**src/bsrm_pkg.sv**
```systemverilog
// ----------------------------------------------------------------------------
// bsrm_pkg
// Shared types and constants of the battery sag and rest monitor: item and
// result words, configuration set, register indexes and pump phase codes.
// ----------------------------------------------------------------------------
package bsrm_pkg;

    // Fixed field widths of the channel words
    localparam int unsigned TIME_W      = 32;
    localparam int unsigned PHASE_W     = 2;
    localparam int unsigned ADC_IN_W    = 12;
    localparam int unsigned LEVEL_OUT_W = 20;
    localparam int unsigned IVAL_W      = 16;
    localparam int unsigned GAIN_W      = 16;

    // APB geometry: four registers in 32-bit words at byte offsets 0, 4, 8, 12
    localparam int unsigned APB_DATA_W = 32;
    localparam int unsigned APB_ADDR_W = 4;

    // Pump phase codes
    localparam logic [PHASE_W-1:0] PH_IDLE    = 2'd0;
    localparam logic [PHASE_W-1:0] PH_UNKNOWN = 2'd1;
    localparam logic [PHASE_W-1:0] PH_CRANK   = 2'd2;
    localparam logic [PHASE_W-1:0] PH_OTHER   = 2'd3;

    // Register indexes
    typedef enum logic [1:0] {
        REG_CRANK_INTERVAL  = 2'd0,
        REG_SAMPLE_INTERVAL = 2'd1,
        REG_REST_SETTLE     = 2'd2,
        REG_SMOOTHING_GAIN  = 2'd3
    } reg_idx_t;

    // Register reset values
    localparam logic [IVAL_W-1:0] CRANK_INTERVAL_RST  = 16'd20;
    localparam logic [IVAL_W-1:0] SAMPLE_INTERVAL_RST = 16'd2000;
    localparam logic [TIME_W-1:0] REST_SETTLE_RST     = 32'd60000;
    localparam logic [GAIN_W-1:0] SMOOTHING_GAIN_RST  = 16'd6554;

    typedef struct packed {
        logic [IVAL_W-1:0] crank_interval_ms;
        logic [IVAL_W-1:0] sample_interval_ms;
        logic [TIME_W-1:0] rest_settle_ms;
        logic [GAIN_W-1:0] smoothing_gain;
    } cfg_t;

    typedef struct packed {
        logic [TIME_W-1:0]   now_ms;
        logic [PHASE_W-1:0]  pump_phase;
        logic                relays_active;
        logic [ADC_IN_W-1:0] adc_sample;
    } item_t;

    typedef struct packed {
        logic [LEVEL_OUT_W-1:0] live_level;
        logic [ADC_IN_W-1:0]    crank_minimum;
        logic [LEVEL_OUT_W-1:0] resting_level;
        logic                   resting_valid;
        logic                   sampled;
    } result_t;

endpackage

```
**src/bsrm_ifs.sv**
```systemverilog
// ----------------------------------------------------------------------------
// bsrm channel interfaces
// Valid/ready channels for tick words into the monitor and result words out.
// ----------------------------------------------------------------------------
interface bsrm_item_if;
    logic              valid;
    logic              ready;
    bsrm_pkg::item_t   data;

    modport source (output valid, output data, input ready);
    modport sink   (input valid, input data, output ready);
endinterface

interface bsrm_result_if;
    logic              valid;
    logic              ready;
    bsrm_pkg::result_t data;

    modport source (output valid, output data, input ready);
    modport sink   (input valid, input data, output ready);
endinterface

```
**src/battery_sag_and_rest_monitor_unit.sv**
```systemverilog
// ----------------------------------------------------------------------------
// battery_sag_and_rest_monitor_unit
// Top level: tick input register, monitor update, result register and APB
// configuration registers.
// ----------------------------------------------------------------------------
// Each accepted tick word produces exactly one result word. The block takes
// one tick per clock cycle, sustained, as long as result words are taken; a
// tick passes through the input register and then through the result
// register. Throughput is set by the single update stage between those two
// registers: one 20x16 multiply and an add for
// the moving average, in parallel with the time compares and the crank/rest
// bookkeeping. Monitor state commits at the edge where a tick moves from the
// input register into the result register, so the following tick already
// sees it. The input channel keeps accepting while a finished result waits on
// the output; only when both registers hold words does ready drop. Write the
// registers over APB only while no tick is in flight. ADC_BITS and FRAC_BITS
// set the width of the internal level (ADC_BITS + FRAC_BITS); the level fields
// on the result channel are 20 bits, and wider levels are cut to their low
// bits.
// ----------------------------------------------------------------------------
module battery_sag_and_rest_monitor_unit #(
    parameter int unsigned ADC_BITS  = 12,
    parameter int unsigned FRAC_BITS = 8
) (
    input  logic                            clk,
    input  logic                            rst_n,
    bsrm_item_if.sink                       item,
    bsrm_result_if.source                   result,
    input  logic                            psel,
    input  logic                            penable,
    input  logic                            pwrite,
    input  logic [bsrm_pkg::APB_ADDR_W-1:0] paddr,
    input  logic [bsrm_pkg::APB_DATA_W-1:0] pwdata,
    output logic [bsrm_pkg::APB_DATA_W-1:0] prdata,
    output logic                            pready
);

    bsrm_pkg::cfg_t    cfg;
    bsrm_pkg::item_t   in_data_reg;
    logic              in_valid_reg, in_valid_next;
    bsrm_pkg::result_t out_data_reg;
    logic              out_valid_reg, out_valid_next;
    bsrm_pkg::result_t core_result;
    logic              out_space;
    logic              advance;
    logic              accept;

    bsrm_cfg u_cfg (
        .clk     (clk),
        .rst_n   (rst_n),
        .psel    (psel),
        .penable (penable),
        .pwrite  (pwrite),
        .paddr   (paddr),
        .pwdata  (pwdata),
        .prdata  (prdata),
        .pready  (pready),
        .cfg     (cfg)
    );

    bsrm_core #(
        .ADC_BITS  (ADC_BITS),
        .FRAC_BITS (FRAC_BITS)
    ) u_core (
        .clk     (clk),
        .rst_n   (rst_n),
        .advance (advance),
        .item    (in_data_reg),
        .cfg     (cfg),
        .result  (core_result)
    );

    // Move a tick forward when the result register is empty or being drained
    assign out_space  = !out_valid_reg || result.ready;
    assign advance    = in_valid_reg && out_space;
    assign item.ready = !in_valid_reg || out_space;
    assign accept     = item.valid && item.ready;

    assign result.valid = out_valid_reg;
    assign result.data  = out_data_reg;

    always_comb
    begin
        in_valid_next = in_valid_reg;
        if (accept)
        begin
            in_valid_next = 1'b1;
        end
        else if (advance)
        begin
            in_valid_next = 1'b0;
        end

        out_valid_next = out_valid_reg;
        if (advance)
        begin
            out_valid_next = 1'b1;
        end
        else if (result.ready)
        begin
            out_valid_next = 1'b0;
        end
    end

    always_ff @(posedge clk or negedge rst_n)
    begin
        if (!rst_n)
        begin
            in_valid_reg  <= 1'b0;
            out_valid_reg <= 1'b0;
        end
        else
        begin
            in_valid_reg  <= in_valid_next;
            out_valid_reg <= out_valid_next;
        end
    end

    // Payload registers: load on handshake, hold otherwise
    always_ff @(posedge clk)
    begin
        if (accept)
        begin
            in_data_reg <= item.data;
        end
        if (advance)
        begin
            out_data_reg <= core_result;
        end
    end

`ifndef SYNTHESIS
    a_stall_means_full: assert property (
        @(posedge clk) disable iff (!rst_n)
        !item.ready |-> (in_valid_reg && out_valid_reg)
    ) else $error("input stalled while a register is free");

    a_advance_fills_out: assert property (
        @(posedge clk) disable iff (!rst_n)
        advance |=> out_valid_reg
    ) else $error("advanced tick did not reach the result register");

    a_rest_level_gated: assert property (
        @(posedge clk) disable iff (!rst_n)
        (out_valid_reg && !out_data_reg.resting_valid) |-> (out_data_reg.resting_level == '0)
    ) else $error("resting level shown while not valid");

    a_no_sample_no_move: assert property (
        @(posedge clk) disable iff (!rst_n)
        (advance && !core_result.sampled) |=>
            (out_data_reg.live_level == $past(out_data_reg.live_level) ||
             !$past(out_valid_reg))
    ) else $error("live level changed on a tick without a sample");
`endif

endmodule

```
**src/bsrm_cfg.sv**
```systemverilog
// ----------------------------------------------------------------------------
// bsrm_cfg
// APB register file holding the sampling intervals, settle time and gain.
// ----------------------------------------------------------------------------
module bsrm_cfg (
    input  logic                                clk,
    input  logic                                rst_n,
    input  logic                                psel,
    input  logic                                penable,
    input  logic                                pwrite,
    input  logic [bsrm_pkg::APB_ADDR_W-1:0]     paddr,
    input  logic [bsrm_pkg::APB_DATA_W-1:0]     pwdata,
    output logic [bsrm_pkg::APB_DATA_W-1:0]     prdata,
    output logic                                pready,
    output bsrm_pkg::cfg_t                      cfg
);

    bsrm_pkg::cfg_t     cfg_reg;
    bsrm_pkg::cfg_t     cfg_next;
    bsrm_pkg::reg_idx_t idx;
    logic               wr_en;

    assign pready = 1'b1;
    assign idx    = bsrm_pkg::reg_idx_t'(paddr[3:2]);
    assign wr_en  = psel && penable && pwrite && pready;
    assign cfg    = cfg_reg;

    always_comb
    begin
        cfg_next = cfg_reg;
        if (wr_en)
        begin
            case (idx)
                bsrm_pkg::REG_CRANK_INTERVAL:
                    cfg_next.crank_interval_ms  = pwdata[bsrm_pkg::IVAL_W-1:0];
                bsrm_pkg::REG_SAMPLE_INTERVAL:
                    cfg_next.sample_interval_ms = pwdata[bsrm_pkg::IVAL_W-1:0];
                bsrm_pkg::REG_REST_SETTLE:
                    cfg_next.rest_settle_ms     = pwdata[bsrm_pkg::TIME_W-1:0];
                bsrm_pkg::REG_SMOOTHING_GAIN:
                    cfg_next.smoothing_gain     = pwdata[bsrm_pkg::GAIN_W-1:0];
                default:
                    cfg_next = cfg_reg;
            endcase
        end
    end

    always_comb
    begin
        case (idx)
            bsrm_pkg::REG_CRANK_INTERVAL:
                prdata = bsrm_pkg::APB_DATA_W'(cfg_reg.crank_interval_ms);
            bsrm_pkg::REG_SAMPLE_INTERVAL:
                prdata = bsrm_pkg::APB_DATA_W'(cfg_reg.sample_interval_ms);
            bsrm_pkg::REG_REST_SETTLE:
                prdata = bsrm_pkg::APB_DATA_W'(cfg_reg.rest_settle_ms);
            bsrm_pkg::REG_SMOOTHING_GAIN:
                prdata = bsrm_pkg::APB_DATA_W'(cfg_reg.smoothing_gain);
            default:
                prdata = '0;
        endcase
    end

    always_ff @(posedge clk or negedge rst_n)
    begin
        if (!rst_n)
        begin
            cfg_reg.crank_interval_ms  <= bsrm_pkg::CRANK_INTERVAL_RST;
            cfg_reg.sample_interval_ms <= bsrm_pkg::SAMPLE_INTERVAL_RST;
            cfg_reg.rest_settle_ms     <= bsrm_pkg::REST_SETTLE_RST;
            cfg_reg.smoothing_gain     <= bsrm_pkg::SMOOTHING_GAIN_RST;
        end
        else
        begin
            cfg_reg <= cfg_next;
        end
    end

endmodule

```
**src/bsrm_core.sv**
```systemverilog
// ----------------------------------------------------------------------------
// bsrm_core
// Monitor state and the per-tick update: sample gating, smoothing, crank
// minimum tracking and resting level management.
// ----------------------------------------------------------------------------
module bsrm_core #(
    parameter int unsigned ADC_BITS  = 12,
    parameter int unsigned FRAC_BITS = 8
) (
    input  logic              clk,
    input  logic              rst_n,
    input  logic              advance,
    input  bsrm_pkg::item_t   item,
    input  bsrm_pkg::cfg_t    cfg,
    output bsrm_pkg::result_t result
);

    localparam int unsigned LEVEL_W = ADC_BITS + FRAC_BITS;
    localparam int unsigned RAW_W   = (ADC_BITS < bsrm_pkg::ADC_IN_W) ?
                                      ADC_BITS : bsrm_pkg::ADC_IN_W;
    localparam int unsigned TW      = bsrm_pkg::TIME_W;
    localparam int unsigned PROD_W  = LEVEL_W + bsrm_pkg::GAIN_W;

    logic [LEVEL_W-1:0] level_reg,      level_next;
    logic               primed_reg,     primed_next;
    logic               crank_reg,      crank_next;
    logic [RAW_W-1:0]   run_min_reg,    run_min_next;
    logic [RAW_W-1:0]   pub_min_reg,    pub_min_next;
    logic [LEVEL_W-1:0] rest_lvl_reg,   rest_lvl_next;
    logic               rest_flag_reg,  rest_flag_next;
    logic [TW-1:0]      last_smp_reg,   last_smp_next;
    logic [TW-1:0]      last_act_reg,   last_act_next;

    logic               in_crank;
    logic               activity;
    logic               take;
    logic [TW-1:0]      interval;
    logic [RAW_W-1:0]   raw;
    logic [LEVEL_W-1:0] reading;
    logic               rising;
    logic [LEVEL_W-1:0] diff;
    logic [PROD_W-1:0]  prod;
    logic [LEVEL_W-1:0] step;
    logic [LEVEL_W-1:0] ema;

    assign raw      = item.adc_sample[RAW_W-1:0];
    assign reading  = LEVEL_W'(raw) << FRAC_BITS;
    assign in_crank = (item.pump_phase == bsrm_pkg::PH_CRANK);
    assign activity = item.relays_active ||
                      (item.pump_phase inside {bsrm_pkg::PH_CRANK, bsrm_pkg::PH_OTHER});
    assign interval = in_crank ? TW'(cfg.crank_interval_ms) : TW'(cfg.sample_interval_ms);
    assign take     = ((item.now_ms - last_smp_reg) >= interval);

    // Moving average: floor on the way up, ceiling of the magnitude on the
    // way down, so the signed step always floors toward minus infinity.
    assign rising = (reading >= level_reg);
    assign diff   = rising ? (reading - level_reg) : (level_reg - reading);
    assign prod   = PROD_W'(diff) * PROD_W'(cfg.smoothing_gain);

    always_comb
    begin
        step = prod[PROD_W-1:bsrm_pkg::GAIN_W];
        if (!rising && (|prod[bsrm_pkg::GAIN_W-1:0]))
        begin
            step = step + LEVEL_W'(1);
        end
        ema = rising ? (level_reg + step) : (level_reg - step);
    end

    always_comb
    begin
        level_next     = level_reg;
        primed_next    = primed_reg;
        crank_next     = crank_reg;
        run_min_next   = run_min_reg;
        pub_min_next   = pub_min_reg;
        rest_lvl_next  = rest_lvl_reg;
        rest_flag_next = rest_flag_reg;
        last_smp_next  = last_smp_reg;
        last_act_next  = last_act_reg;

        // Publish the crank minimum as soon as the crank phase is left
        if (crank_reg && !in_crank)
        begin
            crank_next   = 1'b0;
            pub_min_next = run_min_reg;
        end

        if (take)
        begin
            last_smp_next = item.now_ms;
            primed_next   = 1'b1;
            level_next    = primed_reg ? ema : reading;

            if (in_crank)
            begin
                if (!crank_reg)
                begin
                    crank_next   = 1'b1;
                    run_min_next = raw;
                end
                else if (raw < run_min_reg)
                begin
                    run_min_next = raw;
                end
            end

            if (activity)
            begin
                last_act_next  = item.now_ms;
                rest_flag_next = 1'b0;
            end
            else if ((item.now_ms - last_act_reg) >= cfg.rest_settle_ms)
            begin
                rest_lvl_next  = level_next;
                rest_flag_next = 1'b1;
            end
        end
    end

    always_comb
    begin
        result.live_level    = bsrm_pkg::LEVEL_OUT_W'(level_next);
        result.crank_minimum = bsrm_pkg::ADC_IN_W'(pub_min_next);
        result.resting_level = rest_flag_next ? bsrm_pkg::LEVEL_OUT_W'(rest_lvl_next) : '0;
        result.resting_valid = rest_flag_next;
        result.sampled       = take;
    end

    always_ff @(posedge clk or negedge rst_n)
    begin
        if (!rst_n)
        begin
            level_reg     <= '0;
            primed_reg    <= 1'b0;
            crank_reg     <= 1'b0;
            run_min_reg   <= '0;
            pub_min_reg   <= '0;
            rest_lvl_reg  <= '0;
            rest_flag_reg <= 1'b0;
            last_smp_reg  <= '0;
            last_act_reg  <= '0;
        end
        else if (advance)
        begin
            level_reg     <= level_next;
            primed_reg    <= primed_next;
            crank_reg     <= crank_next;
            run_min_reg   <= run_min_next;
            pub_min_reg   <= pub_min_next;
            rest_lvl_reg  <= rest_lvl_next;
            rest_flag_reg <= rest_flag_next;
            last_smp_reg  <= last_smp_next;
            last_act_reg  <= last_act_next;
        end
    end

endmodule

```
**src/flat_wrapper.sv**
```systemverilog
// flat-port wrapper written by rule: the top's interface ports become plain ports
module battery_sag_and_rest_monitor_unit_flat 
#(
    parameter int unsigned ADC_BITS  = 12,
    parameter int unsigned FRAC_BITS = 8
)
  (clk, rst_n, psel, penable, pwrite, paddr, pwdata, prdata, pready, item_valid, item_data, item_ready, result_valid, result_data, result_ready);
  bsrm_item_if item_i ();
  bsrm_result_if result_i ();
  input  logic clk;
  input  logic rst_n;
  input  logic psel;
  input  logic penable;
  input  logic pwrite;
  input  logic [bsrm_pkg::APB_ADDR_W-1:0] paddr;
  input  logic [bsrm_pkg::APB_DATA_W-1:0] pwdata;
  output logic [bsrm_pkg::APB_DATA_W-1:0] prdata;
  output logic pready;
  input wire logic [$bits(item_i.valid)-1:0] item_valid;
  input wire logic [$bits(item_i.data)-1:0] item_data;
  output wire logic [$bits(item_i.ready)-1:0] item_ready;
  output wire logic [$bits(result_i.valid)-1:0] result_valid;
  output wire logic [$bits(result_i.data)-1:0] result_data;
  input wire logic [$bits(result_i.ready)-1:0] result_ready;
  assign item_i.valid = item_valid;
  assign item_i.data = item_data;
  assign item_ready = item_i.ready;
  assign result_valid = result_i.valid;
  assign result_data = result_i.data;
  assign result_i.ready = result_ready;
  battery_sag_and_rest_monitor_unit #(.ADC_BITS(ADC_BITS), .FRAC_BITS(FRAC_BITS)) u_core (.clk(clk), .rst_n(rst_n), .item(item_i), .result(result_i), .psel(psel), .penable(penable), .pwrite(pwrite), .paddr(paddr), .pwdata(pwdata), .prdata(prdata), .pready(pready));
endmodule
```
**config.mk**
```make
export PLATFORM = sky130hd
export DESIGN_NAME = battery_sag_and_rest_monitor_unit_flat
export DESIGN_NICKNAME = d
export VERILOG_FILES = /design/src/bsrm_pkg.sv /design/src/bsrm_ifs.sv /design/src/battery_sag_and_rest_monitor_unit.sv /design/src/bsrm_cfg.sv /design/src/bsrm_core.sv /design/src/flat_wrapper.sv
export SDC_FILE = /design/constraint.sdc
export NUM_CORES = 2
export LEC_CHECK = 0
export BUFFER_PORTS_ARGS = -buffer_cell sky130_fd_sc_hd__buf_2
export CAP_MARGIN = 20
export CORE_ASPECT_RATIO = 0.5
export CORE_MARGIN = 8
export CORE_UTILIZATION = 25
export DETAILED_ROUTE_END_ITERATION = 8
export GPL_TIMING_DRIVEN = 0
export REMOVE_ABC_BUFFERS = 1
export SYNTH_ARGS = -nofsm -noshare
export SYNTH_HDL_FRONTEND = slang
export SYNTH_HIERARCHICAL = 1
export SYNTH_SLANG_ARGS = --single-unit
```
**constraint.sdc**
```tcl
create_clock -name clk -period 33.8 [get_ports clk]
set_input_delay 1.69 -clock clk [delete_from_list [all_inputs] [get_ports clk]]
set_output_delay 1.69 -clock clk [all_outputs]
set_load 0.02 [all_outputs]
```
Word-level counts from Yosys, hierarchy flattened
Index checks and enable logic that the tools add are counted.
W data, S select, Z words.
{ "totals": {"ff_bits": 314, "inputBits": 90, "word_cells": 91} }
{ "classes": {"addsub": 7, "multipliers": 1, "order_cmp": 4, "eq_ne": 6, "muxes": 24, "n_reduce_logical": 25} }
{ "op_table": {"columns": ["operator", "n"], "rows": [
  ["$mux W20", 8],
  ["$pmux W32 S4", 1],
  ["$sub A32 B32 Y32", 2],
  ["$sub A20 B20 Y20", 3],
  ["$mul A20 B16 Y36", 1],
  ["$mux W12", 3],
  ["$ge A32 B16 Y1", 1],
  ["$ge A32 B32 Y1", 1],
  ["$add A20 B1 Y20 const B", 1],
  ["$add A20 B20 Y20", 1],
  ["$ge A20 B20 Y1", 1],
  ["$mux W16", 1],
  ["$reduce_or A16 Y1", 1],
  ["$lt A12 B12 Y1", 1],
  ["$mux W1", 11],
  ["$reduce_and A2 Y1", 5],
  ["$eq A2 B2 Y1 const B", 4],
  ["$logic_and A1 B1 Y1", 6],
  ["$reduce_bool A2 Y1", 3],
  ["$logic_not A1 Y1", 4],
  ["$reduce_and A4 Y1", 1],
  ["$logic_or A1 B1 Y1", 3],
  ["$reduce_and A3 Y1", 1],
  ["$eq A2 B1 Y1 const B", 1],
  ["2 further kinds", 2]
]} }

Depth between registers and ports, before layout
{ "depth": {"word_depth": 12, "ltp_mapped": 57, "depth_no_buf": 53} }

Modules after synthesis
Netlist, hierarchy kept.
{ "by_module_without_submodules": {"columns": ["mod", "n_inst", "cells_each", "area_per_inst_um2"], "rows": [
  ["bsrm_core", 1, 2998, 24532.3],
  ["bsrm_cfg", 1, 213, 3590.9],
  ["battery_sag_and_rest_monitor_unit", 1, 109, 3136.8]
]} }

Worst setup path before layout
No wires, ideal clock.
{ "synth_path": {"path_type": "reg2reg", "startpoint": "register u_core.u_core.level_reg[0]", "endpoint": "register u_core.out_data_reg, in the netlist u_core/result.data[52] (data pin)", "setup_time_ps": 260, "arrival_time_ps": 12655, "setup_slack_ps": 20885, "path_stages_with_launch": 54, "n_path_buf": 7, "path_cell_list": "dfrtp_1 clkbuf_1 inv_1 ha_1 nor3b_1 a311oi_1 o41ai_1 o22a_1 clkbuf_1 clkbuf_1 buf_1 clkbuf_1 o31ai_1 xor2_1 clkbuf_1 nand2_1 fa_1 fa_1 [... 18 more ...] and3_1 o21ai_0 xnor2_1 ha_1 nor2b_1 o21ai_0 a21boi_0 o21ai_0 a21boi_0 o21ai_0 a21oi_1 o211ai_1 a21oi_1 o211ai_1 a21boi_0 or3_1 a31o_2 mux2_2"} }
{ "synth_rtl": {"columns": ["item", "line", "text"], "rows": [
  ["start, declared", "bsrm_core.sv:24", "logic [LEVEL_W-1:0] level_reg, level_next;"],
  ["start signal, assigned", "bsrm_core.sv:146", "level_reg <= level_next;"],
  ["end signal, assigned", "battery_sag_and_rest_monitor_unit.sv:128", "out_data_reg <= core_result;"],
  ["end, declared", "battery_sag_and_rest_monitor_unit.sv:41", "bsrm_pkg::result_t out_data_reg;"]
]} }

==> out/results.txt <==
CTS buffer count -> 37
Met3 Use GR -> 1.47%
Area grow syn2layout -> 13.6%
Buffers on Ports -> 175
Routed length per instance -> 15.6 microns
Routed wire length -> 79,900 microns
Worst Tran Pin Value -> 1.09 ns
GR Layer Usage met2 -> 21.5%
Clock Latency Late Sink -> 0.56 ns
FF+latch count, synth -> 314
Critical path fanouts, max -> 24
Die Wd -> 516 microns
Netlist cell types -> 95
Grt met1 use -> 13.9%
Initial antenna violation count -> 12
Worst endpoint required time -> 34.02 ns
Max incr delay on CP -> 0.80 ns
Max reg flops -> 80
Ys async rst share -> 67.8%
Slowest CP cell -> xor2_2
Clk pin slew, worst setup/hold paths -> 0.06 ns
Status -> finished, final reports clean
Worst Setup Start Kind -> flop
EDFF count, synth -> 101
Die area -> 137,000 sq um
Synth area leaders -> fa_1, dfrtp_1, ha_1, edfxtp_1, inv_1
GRT Residual Overflow -> 0
Post-DRT Antenna Nets -> 0
Cell accounting for the most synthesized area -> fa_1
Crit share post-route -> 45.5%
Layout cells sized above 1 -> 13.5%
Fin. max-slew vios -> 0
Hold crit path type -> flop to flop
Post-synthesis sequential area ratio -> 26.8%
Overall global routing resource usage -> 11.5%
First-pass GRT wire length -> 132,000 microns
CP endpoint kind -> flop
Max clock buf depth -> 3
Top FF cell, synth -> dfrtp_1
Setup Buffers After CTS -> 0
# H-tree levels -> 2
Final hold viol count -> 0
CTS Sinks -> 314
Crit path top cell by count -> fa_1
Vias -> 23.6k
Min Tclk post-route -> 15.38 ns
IO Pins -> 179
Setup violations, final -> 0
Largest net degree at the start of global routing -> 113
Setup TNS -> 0 ns
Number of global-route vias before repair -> 25.3k
Nets@finish -> 4,051
Max-Cap Viols -> 0
CTS tree -> done
GPL Wtd Cong -> 0.846
Placement Rows -> 91
Commonest cells after routing, fill and taps aside -> inv_1, nand2_1, ha_1
Busiest grt layer -> met2
CTS hold repair buffers -> 0
Synthesized instance count -> 3,320
Post-DP HPWL -> 63,800 microns
Initial DRC count -> 1,268
Worst slew margin -> 27.4%
Vias per cell -> 4.60
Post-synth top area share -> 16.3%
Core area -> 124,000 sq um
Unrepaired setup endpoints after global routing -> false
DRC Markers -> 0
Starting Density -> 25.3%
Critical setup path kind -> flop to flop
Fmax -> 0.0650 GHz
Post-synthesis cell area -> 31,300 sq um
Root buf cell -> clkbuf_16
Worst EP arrival -> 15.60 ns
Post-CTS sizing -> 0
DIE HEIGHT -> 266 microns
DR pass1 iterations -> 5
Yosys warning count -> 6
Worst clock skew -> 0.0394 ns
Commonest non-fill, non-tap cell in the layout -> inv_1
Syn Area/Cell -> 9.42 sq um
## layer usage
metal  up-vias  wire length [microns]
met3       129                   2850
met1     11800                  33800
li1      11300                      -
met4         8                   1890
met2       391                  41300
met5         -                     53
## cell usage after synthesis (all sizes together) (21+ instances only)
master,number
edfxtp,101
xnor2,87
dfstp,22
nand3,34
o21a,27
o21ai,184
buf,29
nor2b,28
and2,183
mux2i,42
nand2b,31
ha,276
nand2,382
dfrtp,191
mux2,126
xor2,50
fa,254
o211ai,21
a21oi,128
a21o,57
inv,464
clkbuf,108
nor3,49
a31oi,23
nor2,158
## final cells by class
cell class	count	area, sq um
diodes	3	7.51
well taps	1674	2090
repair buffers	209	1390
flip-flops and latches	314	8390
inverters	465	1750
fillers	13000	88100
clock buffers	43	970
multi-input cells	2404	20700
clock inverters	24	230
## worst paths after layout
path                                                from                       endpoint  slack [ns]  depth (start not counted)
max                           u_core/u_core/level_reg[0]         u_core/result.data[53]       18.42                         52
min                        u_core/u_core/rest_lvl_reg[3]  u_core/u_core/rest_lvl_reg[3]        0.49                          1
max reg2reg                   u_core/u_core/level_reg[0]         u_core/result.data[53]       18.42                         52
min reg2reg                u_core/u_core/rest_lvl_reg[3]  u_core/u_core/rest_lvl_reg[3]        0.49                          1
max in group asynchronous                          rst_n     u_core/u_core/level_reg[0]       31.45                          2
min in group asynchronous                          rst_n           u_core/u_cfg/cfg[49]        1.15                          1
## stage by stage
step	hold slack, ns	instance area (sq um)	worst slack, ns	util, %	cells
final	0.488	35500	18.42	28.7	5136
after global routing	0.516	35500	17.21	28.7	5134
after CTS	0.489	35500	18.47	28.7	5133
after detailed placement	0.476	34300	18.56	27.7	5066
after global placement	0.470	33600	17.61	27.2	5032
after floorplan	0.459	30700	20.84	-	3183
## cell families (layout without fill, tap and decap cells)
kind of cell	Yosys count	after routing	share of synthesized area (%)
fa+ha+maj	530	530	27.3
compound gates	579	579	12.1
flops	314	314	26.8
other cells	1	4	0.0120
mux	184	184	7.16
xor+xnor	137	137	3.84
buf+inv	602	741	7.48
simple gates	973	973	15.3
## worst max-delay path, delay by kind of cell, from the launching register on
| family | cells | cell delay [ns] |
|---|---|---|
| xor gates and xnor gates | 4 | 1.60 |
| buffers and inverters | 5 | 0.59 |
| and+or+nand+nor | 16 | 3.95 |
| AOI/OAI and AO/OA | 18 | 4.19 |
| adders and majority gates | 9 | 4.02 |
| DFF | 1 | 0.70 |
Power is not shown: default switching activity piles up to over one toggle a cycle in this logic, so the estimate is an artifact.
